<file path="src/design/fhpa_pkg.sv">
`timescale 1ns / 1ps

package fhpa_pkg;

	// Default pool size and fixed field widths
	localparam int POOL_SIZE_DEF = 16;
	localparam int HANDLE_W      = 4;
	localparam int FUNC_W        = 2;
	localparam int STATUS_W      = 2;

	// Request codes
	typedef enum logic [FUNC_W-1:0] {
		FUNC_ALLOC   = 2'd0,
		FUNC_TRY     = 2'd1,
		FUNC_RELEASE = 2'd2
	} func_e_t;

	// Result status codes
	typedef enum logic [STATUS_W-1:0] {
		STAT_OK        = 2'd0,
		STAT_EMPTY     = 2'd1,
		STAT_INVALID   = 2'd2,
		STAT_EXHAUSTED = 2'd3
	} status_e_t;

	// Control sequencer states
	typedef enum logic {
		S_IDLE = 1'b0,
		S_EXEC = 1'b1
	} state_t;

	typedef struct packed {
		logic [FUNC_W-1:0]   func;
		logic [HANDLE_W-1:0] handle_in;
	} in_item_t;

	typedef struct packed {
		logic [HANDLE_W-1:0] handle_out;
		logic [STATUS_W-1:0] status;
	} out_item_t;

endpackage

</file>
<file path="src/design/fifo_handle_pool_allocator.sv">
`timescale 1ns / 1ps

// Handle pool allocator.
// Requests come in on in_valid/in_ready with in_data (func, handle_in); one
// result per request leaves on out_valid/out_ready with out_data
// (handle_out, status). Allocate pops the oldest released handle, else
// grants the next never-used handle, else reports exhausted. Try-allocate
// only pops. Release checks the in-use bit and pushes the handle to the back
// of the released-handle queue.
// A request's result is written to the output register by its execute
// step; a new request is taken only once the previous one has executed.
// The released-handle queue and the in-use bitmap sit in synchronous RAMs,
// read in the transfer cycle and written back in the execute step.
// A new request is taken while a previous result still waits at the output;
// if the receiver stalls, the execute step holds until the output register
// frees up, and in_ready stays low meanwhile.
// Reset clears head, tail, count and the fresh-handle counter; no RAM
// clearing pass is needed, since bitmap entries at or above the fresh
// counter are treated as not in use.
module fifo_handle_pool_allocator
	import fhpa_pkg::*;
#(
	parameter int POOL_SIZE = POOL_SIZE_DEF
) (
	input  logic      clk,
	input  logic      arst_n,
	input  logic      in_valid,
	output logic      in_ready,
	input  in_item_t  in_data,
	output logic      out_valid,
	input  logic      out_ready,
	output out_item_t out_data
);

	localparam int HW = $clog2(POOL_SIZE);
	localparam int CW = $clog2(POOL_SIZE + 1);
	localparam int XW = (CW > HANDLE_W) ? CW : HANDLE_W;

	state_t state_q, state_d;

	logic [HW-1:0]       head_q, tail_q;
	logic [CW-1:0]       count_q, fresh_q;
	logic [FUNC_W-1:0]   func_s1;
	logic [HANDLE_W-1:0] hin_s1;
	logic                out_valid_q;
	out_item_t           out_data_q;

	logic          in_fire, exec_fire;
	logic [XW-1:0] hin_acc_x, hin_x, fresh_x, hsel_x;
	logic [HW-1:0] map_raddr, fifo_rdata;
	logic          map_rdata;

	// execute step decisions
	logic          do_pop, do_fresh, do_release;
	logic [HW-1:0] hsel;
	status_e_t     status_d;
	logic          in_use, q_nonempty, q_full, fresh_avail;
	logic          map_we, map_wdata;
	logic [HW-1:0] map_waddr;

	function automatic logic [HW-1:0] next_pos(input logic [HW-1:0] p);
		logic [HW-1:0] n;
		n = (p == HW'(POOL_SIZE - 1)) ? '0 : HW'(p + 1'b1);
		return n;
	endfunction

	// next state
	always_comb begin
		state_d = state_q;
		unique case (state_q)
			S_IDLE: if (in_valid) state_d = S_EXEC;
			S_EXEC: if (exec_fire) state_d = S_IDLE;
			default: state_d = S_IDLE;
		endcase
	end

	// sequencer outputs
	always_comb begin
		in_ready  = 1'b0;
		exec_fire = 1'b0;
		unique case (state_q)
			S_IDLE: in_ready = 1'b1;
			S_EXEC: exec_fire = !out_valid_q || out_ready;
			default: begin
				in_ready  = 1'b0;
				exec_fire = 1'b0;
			end
		endcase
	end

	assign in_fire = in_valid && in_ready;

	always_ff @(posedge clk or negedge arst_n) begin
		if (!arst_n) begin
			state_q <= S_IDLE;
		end else begin
			state_q <= state_d;
		end
	end

	// request capture
	always_ff @(posedge clk) begin
		if (in_fire) begin
			func_s1 <= in_data.func;
			hin_s1  <= in_data.handle_in;
		end
	end

	// read addresses presented in the transfer cycle
	assign hin_acc_x = XW'(in_data.handle_in);
	assign map_raddr = hin_acc_x[HW-1:0];

	// released-handle queue storage
	fhpa_ram #(
		.DEPTH(POOL_SIZE),
		.WIDTH(HW)
	) u_fifo_ram (
		.clk  (clk),
		.we   (do_release),
		.waddr(tail_q),
		.wdata(hin_x[HW-1:0]),
		.re   (in_fire),
		.raddr(head_q),
		.rdata(fifo_rdata)
	);

	// in-use bitmap storage
	fhpa_ram #(
		.DEPTH(POOL_SIZE),
		.WIDTH(1)
	) u_map_ram (
		.clk  (clk),
		.we   (map_we),
		.waddr(map_waddr),
		.wdata(map_wdata),
		.re   (in_fire),
		.raddr(map_raddr),
		.rdata(map_rdata)
	);

	// execute: decide the operation from the read data
	assign hin_x       = XW'(hin_s1);
	assign fresh_x     = XW'(fresh_q);
	assign in_use      = (hin_x < fresh_x) && map_rdata;
	assign q_nonempty  = (count_q != '0);
	assign q_full      = (count_q == CW'(POOL_SIZE));
	assign fresh_avail = (fresh_q < CW'(POOL_SIZE));

	always_comb begin
		do_pop     = 1'b0;
		do_fresh   = 1'b0;
		do_release = 1'b0;
		status_d   = STAT_OK;
		unique case (func_s1)
			FUNC_ALLOC: begin
				if (q_nonempty) begin
					do_pop = exec_fire;
				end else if (fresh_avail) begin
					do_fresh = exec_fire;
				end else begin
					status_d = STAT_EXHAUSTED;
				end
			end
			FUNC_TRY: begin
				if (q_nonempty) begin
					do_pop = exec_fire;
				end else begin
					status_d = STAT_EMPTY;
				end
			end
			FUNC_RELEASE: begin
				if (!in_use || q_full) begin
					status_d = STAT_INVALID;
				end else begin
					do_release = exec_fire;
				end
			end
			default: status_d = STAT_INVALID;
		endcase
	end

	// granted handle; zero unless the request grants one
	always_comb begin
		hsel = '0;
		if (func_s1 == FUNC_ALLOC || func_s1 == FUNC_TRY) begin
			if (q_nonempty) begin
				hsel = fifo_rdata;
			end else if (func_s1 == FUNC_ALLOC && fresh_avail) begin
				hsel = fresh_q[HW-1:0];
			end
		end
	end
	assign hsel_x = XW'(hsel);

	// bitmap write-back
	always_comb begin
		map_we    = do_pop || do_fresh || do_release;
		map_wdata = !do_release;
		map_waddr = do_release ? hin_x[HW-1:0] : hsel;
	end

	// queue pointers and fresh counter
	always_ff @(posedge clk or negedge arst_n) begin
		if (!arst_n) begin
			head_q  <= '0;
			tail_q  <= '0;
			count_q <= '0;
			fresh_q <= '0;
		end else begin
			if (do_pop) begin
				head_q  <= next_pos(head_q);
				count_q <= count_q - 1'b1;
			end
			if (do_release) begin
				tail_q  <= next_pos(tail_q);
				count_q <= count_q + 1'b1;
			end
			if (do_fresh) begin
				fresh_q <= fresh_q + 1'b1;
			end
		end
	end

	// output register
	always_ff @(posedge clk or negedge arst_n) begin
		if (!arst_n) begin
			out_valid_q <= 1'b0;
		end else if (exec_fire) begin
			out_valid_q <= 1'b1;
		end else if (out_ready) begin
			out_valid_q <= 1'b0;
		end
	end

	always_ff @(posedge clk) begin
		if (exec_fire) begin
			out_data_q.handle_out <= hsel_x[HANDLE_W-1:0];
			out_data_q.status     <= status_d;
		end
	end

	assign out_valid = out_valid_q;
	assign out_data  = out_data_q;

endmodule

</file>
<file path="src/design/fhpa_ram.sv">
`timescale 1ns / 1ps

// Simple dual-port synchronous RAM, one write and one registered read port
module fhpa_ram
	import fhpa_pkg::*;
#(
	parameter int DEPTH = POOL_SIZE_DEF,
	parameter int WIDTH = HANDLE_W,
	localparam int AW = (DEPTH > 1) ? $clog2(DEPTH) : 1
) (
	input  logic             clk,
	input  logic             we,
	input  logic [AW-1:0]    waddr,
	input  logic [WIDTH-1:0] wdata,
	input  logic             re,
	input  logic [AW-1:0]    raddr,
	output logic [WIDTH-1:0] rdata
);

	logic [WIDTH-1:0] mem_q [DEPTH];
	logic [WIDTH-1:0] rdata_q;

	// write port
	always_ff @(posedge clk) begin
		if (we) begin
			mem_q[waddr] <= wdata;
		end
	end

	// read port, data holds until the next read
	always_ff @(posedge clk) begin
		if (re) begin
			rdata_q <= mem_q[raddr];
		end
	end

	assign rdata = rdata_q;

endmodule

</file>
<file path="config.mk">
export PLATFORM = sky130hd
export DESIGN_NAME = fifo_handle_pool_allocator
export DESIGN_NICKNAME = d
export VERILOG_FILES = /design/src/design/fhpa_pkg.sv /design/src/design/fifo_handle_pool_allocator.sv /design/src/design/fhpa_ram.sv
export SDC_FILE = /design/constraint.sdc
export NUM_CORES = 1
export LEC_CHECK = 0
export BUFFER_PORTS_ARGS = -buffer_cell sky130_fd_sc_hd__buf_4
export CAP_MARGIN = 15
export CORE_MARGIN = 2
export CORE_UTILIZATION = 65
export DETAILED_ROUTE_END_ITERATION = 8
export GPL_TIMING_DRIVEN = 0
export PLACE_DENSITY = 0.83
export SETUP_SLACK_MARGIN = 0.5
export SLEW_MARGIN = 10
export SYNTH_ARGS = -nofsm -noshare
export SYNTH_HDL_FRONTEND = slang
export SYNTH_SLANG_ARGS = --single-unit
</file>
<file path="constraint.sdc">
create_clock -name clk -period 7.8 [get_ports clk]
set_clock_uncertainty 0.15 [all_clocks]
set_input_delay 0.78 -clock clk [delete_from_list [all_inputs] [get_ports clk]]
set_output_delay 0.78 -clock clk [all_outputs]
set_load 0.02 [all_outputs]
</file>
======== Yosys cells after proc, flatten, opt, wreduce, memory -nomap -nowiden ========
Memory sizes are Yosys's and may differ from the RTL's. A register that Yosys moved wholly into a read port is not among the register bits.
Index checks and enable logic that the tools add are counted.
storage, ports and cells
  flip-flop bits (word level) ............. 32
  word-level logic and storage cells ...... 72
  memories kept ........................... 2
  RAM bits ................................ 80
  output and inout bits ................... 8
memories
  memory            words  bits a word  read ports  clocked after memory_dff  write ports  line            source
  u_fifo_ram.mem_q  16     4            1           1                         1            fhpa_ram.sv:20  logic [WIDTH-1:0] mem_q [DEPTH];
  u_map_ram.mem_q   16     1            1           1                         1            fhpa_ram.sv:20
cells by class
  add/sub/neg operators ................... 5
  eq/ne operators ......................... 5
  reduce and logical (&&, ||, !) cells .... 16
  mux-type cells .......................... 31
  bitwise operators ....................... 1
  $lt $le $gt $ge ......................... 2
operator list
  cell                 count
  $mux 4               6
  $mux 1               18
  $add 5x1->5 const B  2
  $mux 5               2
  $add 4x1->4 const B  2
  $eq 4x4->1 const B   2
  $mux 2               3
  $pmux 2 s3           1
  $eq 5x5->1 const B   1
  $logic_or 1x1->1     5
  $lt 4x5->1           1
  $lt 5x5->1 const B   1
  $reduce_bool 5->1    1
  $sub 5x1->5 const B  1
  $reduce_bool 2->1    2
  $logic_and 1x1->1    3
  $logic_not 1->1      3
  $eq 2x1->1 const B   1
  $eq 2x2->1 const B   1
  $logic_not 2->1      1
  $pmux 1 s2           1
  $reduce_or 2->1      1
  $not 1->1            1

======== Logic depth before layout (Yosys ltp) ========
Gate-level depths: netlist (run 1).
  depth in word-level cells ............... 10
  depth in mapped cells ................... 13
  gate-level depth less buffers ........... 12

======== By module ========
A second synthesis (run 1) with hierarchy kept.
second synthesis, totals
  cell total of the unflattened synthesis .. 312
  area, all modules ....................... 5078.6 µm²
by module, submodules not included
  module                      seq. area each (µm²)  instances  area each (µm²)  cells each
  fhpa_ram (u_fifo_ram)       2042.0                1          2706.3           130
  fifo_handle_pool_allocator  860.8                 1          1616.6           135
  fhpa_ram (u_map_ram)        510.5                 1          755.7            47

======== Least setup slack after synthesis (run 1) ========
OpenSTA, ideal clock, no wires.
  kind .................................... reg-to-reg
  start ................................... reg hin_s1[2]
  end ..................................... reg count_q[4]
  clock period less this slack ............ 3485 ps
  arrival time ............................ 3254 ps
  setup time .............................. 81 ps
  stages on the path, launching flop included .. 13
  slack ................................... 4315 ps
  cells stage by stage .................... edfxtp_1 -> ha_1 -> a21oi_1 -> o21ai_0 -> a31oi_2 -> and2_4 -> buf_6 -> clkinv_1 -> fa_1 -> a21o_1 -> a21oi_1 -> mux2i_1 -> xnor2_1
on the way
  word-level cells in the longest chain between the ends .. 7
ends and longest elaborated chain
  element                                      line                               source
  start, declared                              fifo_handle_pool_allocator.sv:44   logic [HANDLE_W-1:0] hin_s1;
  start signal, assigned                       fifo_handle_pool_allocator.sv:105  hin_s1 <= in_data.handle_in;
  $lt 4x5->1 *                                 fifo_handle_pool_allocator.sv:144  assign in_use = (hin_x < fresh_x) && map_rdata;
  $logic_and 1x1->1 *                          fifo_handle_pool_allocator.sv:144
  $logic_not 1->1 *                            fifo_handle_pool_allocator.sv:172  if (!in_use || q_full) begin
  $logic_or 1x1->1 *                           fifo_handle_pool_allocator.sv:172
  $mux 1 *                                     fifo_handle_pool_allocator.sv:172
  $mux 1 *                                     fifo_handle_pool_allocator.sv:154  unique case (func_s1)
  $mux 5 or $reduce_bool 2->1 (tied branches)  n/a
  end signal, assigned                         fifo_handle_pool_allocator.sv:212  count_q <= count_q - 1'b1;
  end signal, assigned                         fifo_handle_pool_allocator.sv:216  count_q <= count_q + 1'b1;
  end, declared                                fifo_handle_pool_allocator.sv:42   logic [CW-1:0] count_q, fresh_q;
Every way passes the cells marked *; elsewhere a longest branch is shown, timed or not.
A chain may end at the register's enable or synchronous reset.

======== Worst setup path in the final report (run 1) ========
Same ends and word-level chain as after synthesis.

==> Implementation_results.wiki, run 1 <==
{| class="wikitable"
! Metric !! Value
|-
| Run status || finished, final reports clean
|-
| Antenna cell count || 0
|-
| Slowest-stage cell, CP || sky130_fd_sc_hd__edfxtp_1
|-
| Horiz. Die Dim || 93.5 um
|-
| Most repeated library cell on the critical path || sky130_fd_sc_hd__a21oi_1
|-
| Number of ports placed on the die boundary || 18
|-
| Die height || 93.5 um
|-
| Number of enable flip-flop cells after synthesis || 97
|-
| Leak || 2.24 nW
|-
| Post-CTS sizing || 0
|-
| Shortest clock period the worst path allows after layout || 4580 ps
|-
| Cells after synthesis || 352
|-
| Total die area || 0.00875 mm2
|-
| Primary flip-flop cell chosen by synthesis mapping || sky130_fd_sc_hd__edfxtp_1
|-
| Placed wire-length estimate after detailed placement || 7.26 mm
|-
| Post-synth net total || 375
|-
| Chain of cells forming the critical path || ha_1 -> a21oi_1 -> o21ai_0 -> a31oi_2 -> and2_4 -> buf_6 -> clkinv_1 -> fa_1 -> a21o_1 -> a21oi_1 -> mux2i_1 -> xnor2_1
|-
| Crit path DAT || 4870 ps
|-
| Core region area || 0.00773 mm2
|-
| Worst EP required || 8090 ps
|-
| Clock network latency to the later pin of the worst-skew pair || 520 ps
|-
| Initial standard-cell utilization of the core || 0.674
|-
| Post-synth top area share || 0.559
|-
| Initial antenna violation count || 0
|-
| Maximum capacitance violations || 0
|-
| Power density cells || 381 mW/mm2
|-
| Layout Cells excl Fill || 504
|-
| Share of layout cells above drive strength 1 || 0.204
|-
| Drt via density || 6.65
|-
| Layout filler cell count || 385
|-
| Detailed Routing Iterations Pass 1 || 5
|-
| Clock transition time at the flip-flop clock pins of the worst setup and hold paths || 60 ps
|-
| Antenna-violating nets left || 0
|-
| WS Path Type || reg -> reg
|-
| Maximum cell stage delay along the critical path || 840 ps
|-
| Number of synthesis warnings || 0
|-
| Root Buffer Master || sky130_fd_sc_hd__clkbuf_8
|-
| Unrepaired setup endpoints after global routing || false
|-
| Largest cells by area after synthesis || sky130_fd_sc_hd__edfxtp_1 56%, sky130_fd_sc_hd__dfrtp_1 9.6%, sky130_fd_sc_hd__mux4_2 5.6%, sky130_fd_sc_hd__ha_1 2.9%, sky130_fd_sc_hd__mux2i_1 2.5%
|-
| Clock sink count || 117
|-
| GRT Overall Usage || 0.295
|-
| Maximum number of pins on one net before global-route repair || 29
|-
| Final worst path period share || 0.587
|-
| Number of buffers added by the clock tree synthesis step || 17
|-
| Hold crit path type || in -> reg
|-
| Cell type with the highest aggregate area in the netlist || sky130_fd_sc_hd__edfxtp_1
|-
| Final wirelength || 12.0 mm
|-
| Capturing element type of the critical path || flop
|-
| Placer Congestion || 0.862
|-
| Sum of buffers and inverters on the critical path || 2
|-
| # placed instances || 471
|-
| Total overflow reported by the global router || 0
|-
| Total negative setup slack || 0 ps
|-
| Count of different cell masters after synthesis || 50
|-
| Number of failing hold endpoints at the final stage || 0
|-
| Worst Tran Pin Value || 1140 ps
|-
| Via count of the first global-routing pass || 3360
|-
| Worst slew slack as a fraction of its limit || 0.233
|-
| Sort of element at the start of the critical path || flop
|-
| Count of nets after finishing || 412
|-
| Average detailed-routed wire length per instance || 23.7 um
|-
| Max H-tree Level || 4
|-
| Number of synthesized register bits || 117
|-
| Syn Std Cell Area || 0.00521 mm2
|-
| Sequential area share after synthesis || 0.655
|-
| Share of async-settable or async-resettable flops after synthesis || 0.171
|-
| Area growth from synthesis to layout || 17.7%
|-
| DRC marker count from the first detailed-route iteration || 460
|-
| Largest fanout on the critical path || 28
|-
| Worst IR Drop VDD || 0.000233 V
|-
| Number of placement rows || 32
|-
| Detailed-route via count || 3354
|-
| Clock tree from TritonCTS || yes
|-
| Number of pins with negative max-slew slack in the final report || 0
|-
| Category of cells accounting for the largest share of critical-path delay || compound AO/OA/AOI/OAI gates
|-
| Clock Path Buffers || 2
|-
| Post-synthesis average cell area || 14.8 um2
|-
| Wire length of the first global-routing pass || 18.4 mm
|-
| Count of buffers from port buffering || 17
|-
| DRC errors left || 0
|-
| Final setup violating endpoints || 0
|-
| Top achievable clock speed || 218 MHz
|}
## kinds of logic after synthesis
| group | Yosys count | synth area share |
|---|---|---|
| XOR/XNOR | 9 | 0.0151 |
| AND/OR/NAND/NOR | 88 | 0.0867 |
| AO/OA/AOI/OAI | 63 | 0.0881 |
| buffers and inverters | 27 | 0.0216 |
| adder cells (fa/ha/maj) | 13 | 0.0327 |
| multiplexers | 35 | 0.101 |
| flip-flops | 117 | 0.655 |
## final cells by class
cell class	instances	area (um2)	share of cell area
flip-flops and latches	117	3410	0.556
multi-input cells	208	1680	0.275
clock buffers	18	428	0.0698
clock inverters	14	231	0.0377
repair buffers	18	138	0.0224
well taps	102	128	0.0208
plain buffers	15	67.6	0.0110
inverters	12	45.0	0.00734
## registers in the layout (all words and copies together), names as in the netlist
| name | count |
|---|---|
| out_data | 6 |
| fresh_q | 5 |
| u_map_ram.rdata | 1 |
| count_q | 5 |
| u_fifo_ram.rdata | 4 |
| u_map_ram.mem_q | 16 |
| tail_q | 4 |
| out_valid | 1 |
| u_fifo_ram.mem_q | 64 |
| hin_s1 | 4 |
| func_s1 | 2 |
| state_q | 1 |
| head_q | 4 |
## final timing paths
| path | start | endpoint | slack [ps] | cells past startpoint |
|---|---|---|---|---|
| worst max-delay path | hin_s1[2] | count_q[4] | 3220 | 12 |
| min in group asynchronous | arst_n | head_q[2] | 540 | 2 |
| worst min-delay path | in_data[5] | func_s1[1] | 290 | 1 |
| worst min register to register | fresh_q[3] | fresh_q[3] | 370 | 1 |
| max in group asynchronous | arst_n | tail_q[1] | 6710 | 2 |
| worst max register to register | hin_s1[2] | count_q[4] | 3220 | 12 |
## repair_timing
item                                    CTS  global route
hold buffers                              1             0
endpoints found under the setup margin    0             0
setup buffers                             0             0
hold endpoints to repair                  5             0
## layer usage
metal / wire (um) / global-route usage / up-vias / part of all wire
met5: 0 / 0 / - / 0
met4: 356 / 0.146 / 0 / 0.030
met3: 1130 / 0.0701 / 37 / 0.094
met2: 5990 / 0.462 / 219 / 0.50
met1: 4480 / 0.394 / 1661 / 0.37
li1: - / - / 1437 / -
## cell usage after synthesis, drive strengths merged (6+ instances only)
| cell | n |
|---|---|
| nor2b | 9 |
| mux2 | 9 |
| and2 | 10 |
| o21ai | 21 |
| a21oi | 11 |
| dfrtp | 20 |
| clkbuf | 9 |
| mux2i | 13 |
| edfxtp | 97 |
| mux4 | 13 |
| nor2 | 23 |
| nand2 | 18 |
| a31oi | 6 |
| buf | 6 |
| inv | 11 |
| ha | 12 |
| and3 | 6 |
| xnor2 | 7 |
## cells in the final DEF (no fill, tap or decap), drive strengths merged, types with 2 or more instances in the layout
master / n
a2111o: 2
a211oi: 2
a21o: 3
a21oi: 11
a221oi: 4
a22oi: 4
a31oi: 6
and2: 10
and3: 6
and4: 3
buf: 23
bufinv: 6
clkbuf: 27
clkinv: 7
clkinvlp: 2
dfrtp: 20
edfxtp: 97
ha: 12
inv: 11
mux2: 9
mux2i: 13
mux4: 13
nand2: 18
nand2b: 2
nand3: 3
nand4: 3
nor2: 23
nor2b: 9
nor3: 4
nor4: 3
o21ai: 21
o41ai: 3
xnor2: 7
xor2: 2
## power by group
group | leakage (nW) | total [mW] | switching, mW | internal (mW)
sequential | 1.13 | 0.867 | 0.0834 | 0.784
combinational | 0.785 | 0.611 | 0.366 | 0.245
clock | 0.318 | 0.861 | 0.272 | 0.589
## metrics by stage
stage	cell area [um2]	hold slack [ps]	util	worst slack (ps)	power (mW)
after global placement	5470	346	0.707	3530	1.42
after floorplan	5210	317	-	4320	1.28
after detailed placement	5470	380	0.707	3320	1.45
after global routing	6130	271	0.794	2980	2.43
final	6130	291	0.794	3220	2.34
after CTS	6130	274	0.794	3280	2.33
## worst reg2reg max path, stage by stage, from the launching register on
cell                       delay (ps)
sky130_fd_sc_hd__edfxtp_1         840
sky130_fd_sc_hd__ha_1             400
sky130_fd_sc_hd__a21oi_1          150
sky130_fd_sc_hd__o21ai_0          160
sky130_fd_sc_hd__a31oi_2          410
sky130_fd_sc_hd__and2_4           220
sky130_fd_sc_hd__buf_6            110
sky130_fd_sc_hd__clkinv_1         590
sky130_fd_sc_hd__fa_1             700
sky130_fd_sc_hd__a21o_1           170
sky130_fd_sc_hd__a21oi_1          210
sky130_fd_sc_hd__mux2i_1          250
sky130_fd_sc_hd__xnor2_1          140
Note: power is estimated with default switching activity, not from simulation.
==> inputs of run 2 (changes only) <==
--- a/config.mk
+++ b/config.mk
@@ -5,13 +5,14 @@
 export SDC_FILE = /design/constraint.sdc
 export NUM_CORES = 1
 export LEC_CHECK = 0
+export ABC_AREA = 1
 export BUFFER_PORTS_ARGS = -buffer_cell sky130_fd_sc_hd__buf_4
 export CAP_MARGIN = 15
 export CORE_MARGIN = 2
-export CORE_UTILIZATION = 65
+export CORE_UTILIZATION = 61
 export DETAILED_ROUTE_END_ITERATION = 8
 export GPL_TIMING_DRIVEN = 0
-export PLACE_DENSITY = 0.83
+export PLACE_DENSITY = 0.79
 export SETUP_SLACK_MARGIN = 0.5
 export SLEW_MARGIN = 10
 export SYNTH_ARGS = -nofsm -noshare
==> constraint.sdc (replaced) <==
create_clock -name clk -period 4.7 [get_ports clk]
set_clock_uncertainty 0.15 [all_clocks]
set_input_delay 0.47 -clock clk [delete_from_list [all_inputs] [get_ports clk]]
set_output_delay 0.47 -clock clk [all_outputs]
set_load 0.02 [all_outputs]
==> Implementation_results.wiki, run 2 <==
{| class="wikitable"
! Metric !! Value
|-
| Run status || finished, final reports clean
|-
| Placed wire-length estimate after detailed placement || 7.51 mm (+3.4%)
|-
| Clock network latency to the later pin of the worst-skew pair || 520 ps (about the same)
|-
| Fraction of the mapped netlist area in simple logic gates || 0.142 (+0.0549)
|-
| DRC errors left || 0 (unchanged)
|-
| Via count of the first global-routing pass || 3597 (+7.1%)
|-
| Placer Congestion || 0.920 (+6.8%)
|-
| Worst IR Drop VDD || 0.000353 V (+52%)
|-
| Most frequent cells in the layout || 97 x sky130_fd_sc_hd__edfxtp_1, 83 x sky130_fd_sc_hd__nor2_1, 52 x sky130_fd_sc_hd__o21ai_0
|-
| Post-synth net total || 488 (+30%)
|-
| Unrepaired setup endpoints after global routing || false
|-
| Dominant combinational cell family by area after synthesis || simple AND/OR/NAND/NOR gates
|-
| Number of buffers added by the clock tree synthesis step || 17 (unchanged)
|-
| WS Path Type || reg -> reg
|-
| DRC marker count from the first detailed-route iteration || 416 (-9.6%)
|-
| Chain of cells forming the critical path || ha_1 -> a21oi_1 -> nand2_1 -> nand2_2 -> nand3_4 -> fa_1 -> a21oi_1 -> o21bai_1 -> or2_2 -> nand2_1 -> xor2_1
|-
| Horiz. Die Dim || 96.6 um (+3.3%)
|-
| Cells after synthesis || 465 (+32%)
|-
| Number of ports placed on the die boundary || 18 (unchanged)
|-
| Detailed-route via count || 3702 (+10%)
|-
| Capturing element type of the critical path || flop
|-
| Sort of element at the start of the critical path || flop
|-
| Number of buffers added for setup after CTS || 0 (unchanged)
|-
| Number of synthesis warnings || 0 (unchanged)
|-
| Cell type with the highest aggregate area in the netlist || sky130_fd_sc_hd__edfxtp_1
|-
| Syn Std Cell Area || 0.00523 mm2 (+0.38%)
|-
| Die height || 96.6 um (+3.3%)
|-
| Antenna-violating nets left || 0 (unchanged)
|-
| Maximum number of pins on one net before global-route repair || 29 (unchanged)
|-
| Clock tree from TritonCTS || yes
|-
| Adder-cell share of the synthesized area || 0.0325 (-0.000125)
|-
| Sequential area share after synthesis || 0.653 (-0.00251)
|-
| Max H-tree Level || 4 (unchanged)
|-
| Hold crit path type || in -> reg
|-
| Post-synthesis xor/xnor area fraction || 0.0134 (-0.00173)
|-
| Share of layout cells above drive strength 1 || 0.131 (-0.0727)
|-
| Clock sink count || 117 (unchanged)
|-
| Worst EP required || 4990 ps (-3100 ps)
|-
| Number of placement rows || 33 (+3.1%)
|-
| Total negative setup slack || 0 ps (unchanged)
|-
| Area growth from synthesis to layout || 16.8%
|-
| Cell with the most instances after synthesis || sky130_fd_sc_hd__edfxtp_1
|-
| Number of failing hold endpoints at the final stage || 0 (unchanged)
|-
| Core region area || 0.00826 mm2 (+6.9%)
|-
| Slowest-stage cell, CP || sky130_fd_sc_hd__edfxtp_1
|-
| Initial antenna violation count || 0 (unchanged)
|-
| Final setup violating endpoints || 0 (unchanged)
|-
| Detailed Routing Iterations Pass 1 || 5 (unchanged)
|-
| Wire length of the first global-routing pass || 18.1 mm (-1.4%)
|-
| Shortest clock period the worst path allows after layout || 3390 ps (-1190 ps)
|-
| GRT Overall Usage || 0.272 (-0.0228)
|-
| Worst Tran Pin Value || 897 ps (-245 ps)
|-
| Max FFs per register || 64 (unchanged)
|-
| Biggest register || u_fifo_ram.mem_q
|-
| Crit path DAT || 3670 ps (-1200 ps)
|-
| Antenna cell count || 0 (unchanged)
|-
| Final wirelength || 11.4 mm (-4.8%)
|-
| Post-synthesis average cell area || 11.2 um2 (-24%)
|-
| Power density cells || 596 mW/mm2 (+56%)
|-
| Number of synthesized register bits || 117 (unchanged)
|-
| Primary flip-flop cell chosen by synthesis mapping || sky130_fd_sc_hd__edfxtp_1
|-
| Drt via density || 5.94 (-11%)
|-
| Clock Path Buffers || 2 (unchanged)
|-
| Leak || 2.33 nW (+4.2%)
|-
| Worst slew slack as a fraction of its limit || 0.400 (+0.167)
|-
| Most common cell after layout, fill and taps aside || sky130_fd_sc_hd__edfxtp_1
|-
| Total die area || 0.00933 mm2 (+6.7%)
|-
| Count of buffers from port buffering || 17 (unchanged)
|-
| Total overflow reported by the global router || 0 (unchanged)
|-
| Number of pins with negative max-slew slack in the final report || 0 (unchanged)
|-
| Average detailed-routed wire length per instance || 18.3 um (-23%)
|-
| Post-synth top area share || 0.557 (-0.00214)
|-
| PnR Total Power || 3.64 mW (+56%)
|-
| Top cells by count, synth || 97 x sky130_fd_sc_hd__edfxtp_1, 83 x sky130_fd_sc_hd__nor2_1, 52 x sky130_fd_sc_hd__o21ai_0, 42 x sky130_fd_sc_hd__inv_1, 42 x sky130_fd_sc_hd__nand2_1
|-
| Post-synthesis mux area share || 0.00766 (-0.0930)
|-
| Depth of the most critical reg-to-reg path || 11 (-1)
|-
| Count of different cell masters after synthesis || 37 (-26%)
|-
| Largest cells by area after synthesis || sky130_fd_sc_hd__edfxtp_1 56%, sky130_fd_sc_hd__dfrtp_1 9.6%, sky130_fd_sc_hd__nor2_1 6.0%, sky130_fd_sc_hd__o21ai_0 5.0%, sky130_fd_sc_hd__inv_1 3.0%
|-
| Maximum cell stage delay along the critical path || 850 ps (about the same)
|-
| Number of enable flip-flop cells after synthesis || 97 (unchanged)
|-
| Instance count along the most critical hold path || 1 (unchanged)
|-
| Share of async-settable or async-resettable flops after synthesis || 0.171 (unchanged)
|-
| Largest fanout on the critical path || 28 (unchanged)
|-
| Maximum capacitance violations || 0 (unchanged)
|-
| Root Buffer Master || sky130_fd_sc_hd__clkbuf_8
|-
| Initial standard-cell utilization of the core || 0.633 (-0.0409)
|-
| Clock transition time at the flip-flop clock pins of the worst setup and hold paths || 60 ps (about the same)
|-
| Top achievable clock speed || 295 MHz (+35%)
|-
| Post-synthesis compound-gate area fraction || 0.109 (+0.0210)
|-
| Final worst path period share || 0.721 (+0.134)
|-
| Count of nets after finishing || 528 (+28%)
|}
run 2: cell type report:
type	count	area, um2
repair buffers	21	168
clock inverters	14	161
well taps	105	131
fillers	531	2150
plain buffers	11	48.8
clock buffers	18	418
multi-input cells	290	1590
inverters	47	176
flip-flops and latches	117	3410
run 2: worst max-delay path, delay by kind of cell, from the launching register on:
family	cells	cell delay (ps)
AO/OA/AOI/OAI	3	370
adder cells (fa/ha/maj)	2	890
XOR/XNOR	1	150
AND/OR/NAND/NOR	5	880
flip-flops	1	850
run 2: timing repair:
action,CTS,global route
endpoints found under the hold margin,23,0
resized for setup,0,0
hold buffers,4,0
run 2: power breakdown:
part	leakage (nW)	switching, mW	internal (mW)	total, mW
sequential	1.12	0.139	1.29	1.43
clock	0.266	0.459	0.800	1.26
combinational	0.950	0.638	0.312	0.950
total	2.33	1.24	2.41	3.64
run 2: cell families (layout without fill, tap and decap cells):
group | after synthesis | in the layout
AO/OA/AOI/OAI | 99 | 99
XOR/XNOR | 8 | 8
adder cells (fa/ha/maj) | 13 | 13
buffers and inverters | 58 | 111
flip-flops | 117 | 117
multiplexers | 4 | 4
AND/OR/NAND/NOR | 166 | 166
run 2: metal layers:
layer	vias to the layer above	track usage	wire length (um)
met5	-	0	0
met4	0	0.119	295
met3	35	0.0745	848
met2	179	0.423	5470
met1	1774	0.364	4770
li1	1714	-	-
run 2: worst paths after layout:
kind	from	to	slack, ps
max in group asynchronous	arst_n	tail_q[3]	3930
min in group asynchronous	arst_n	fresh_q[3]	230
setup reg to reg	hin_s1[2]	count_q[4]	1310
setup / recovery	hin_s1[2]	count_q[4]	1310
hold / removal	in_data[2]	hin_s1[2]	20
hold reg to reg	out_valid	out_valid	350
run 2: per-stage QoR:
stage	setup WS (ps)	cells	cell area (um2)	hold WS [ps]	utilization
3_3_place_gp	1480	587	5490	229	0.665
4_1_cts	1360	623	6110	11.8	0.740
5_1_grt	1120	623	6110	9.49	0.740
2_1_floorplan	1940	465	5230	24.4	-
6_report	1310	623	6110	21.0	0.740
3_5_place_dp	1380	587	5490	233	0.665
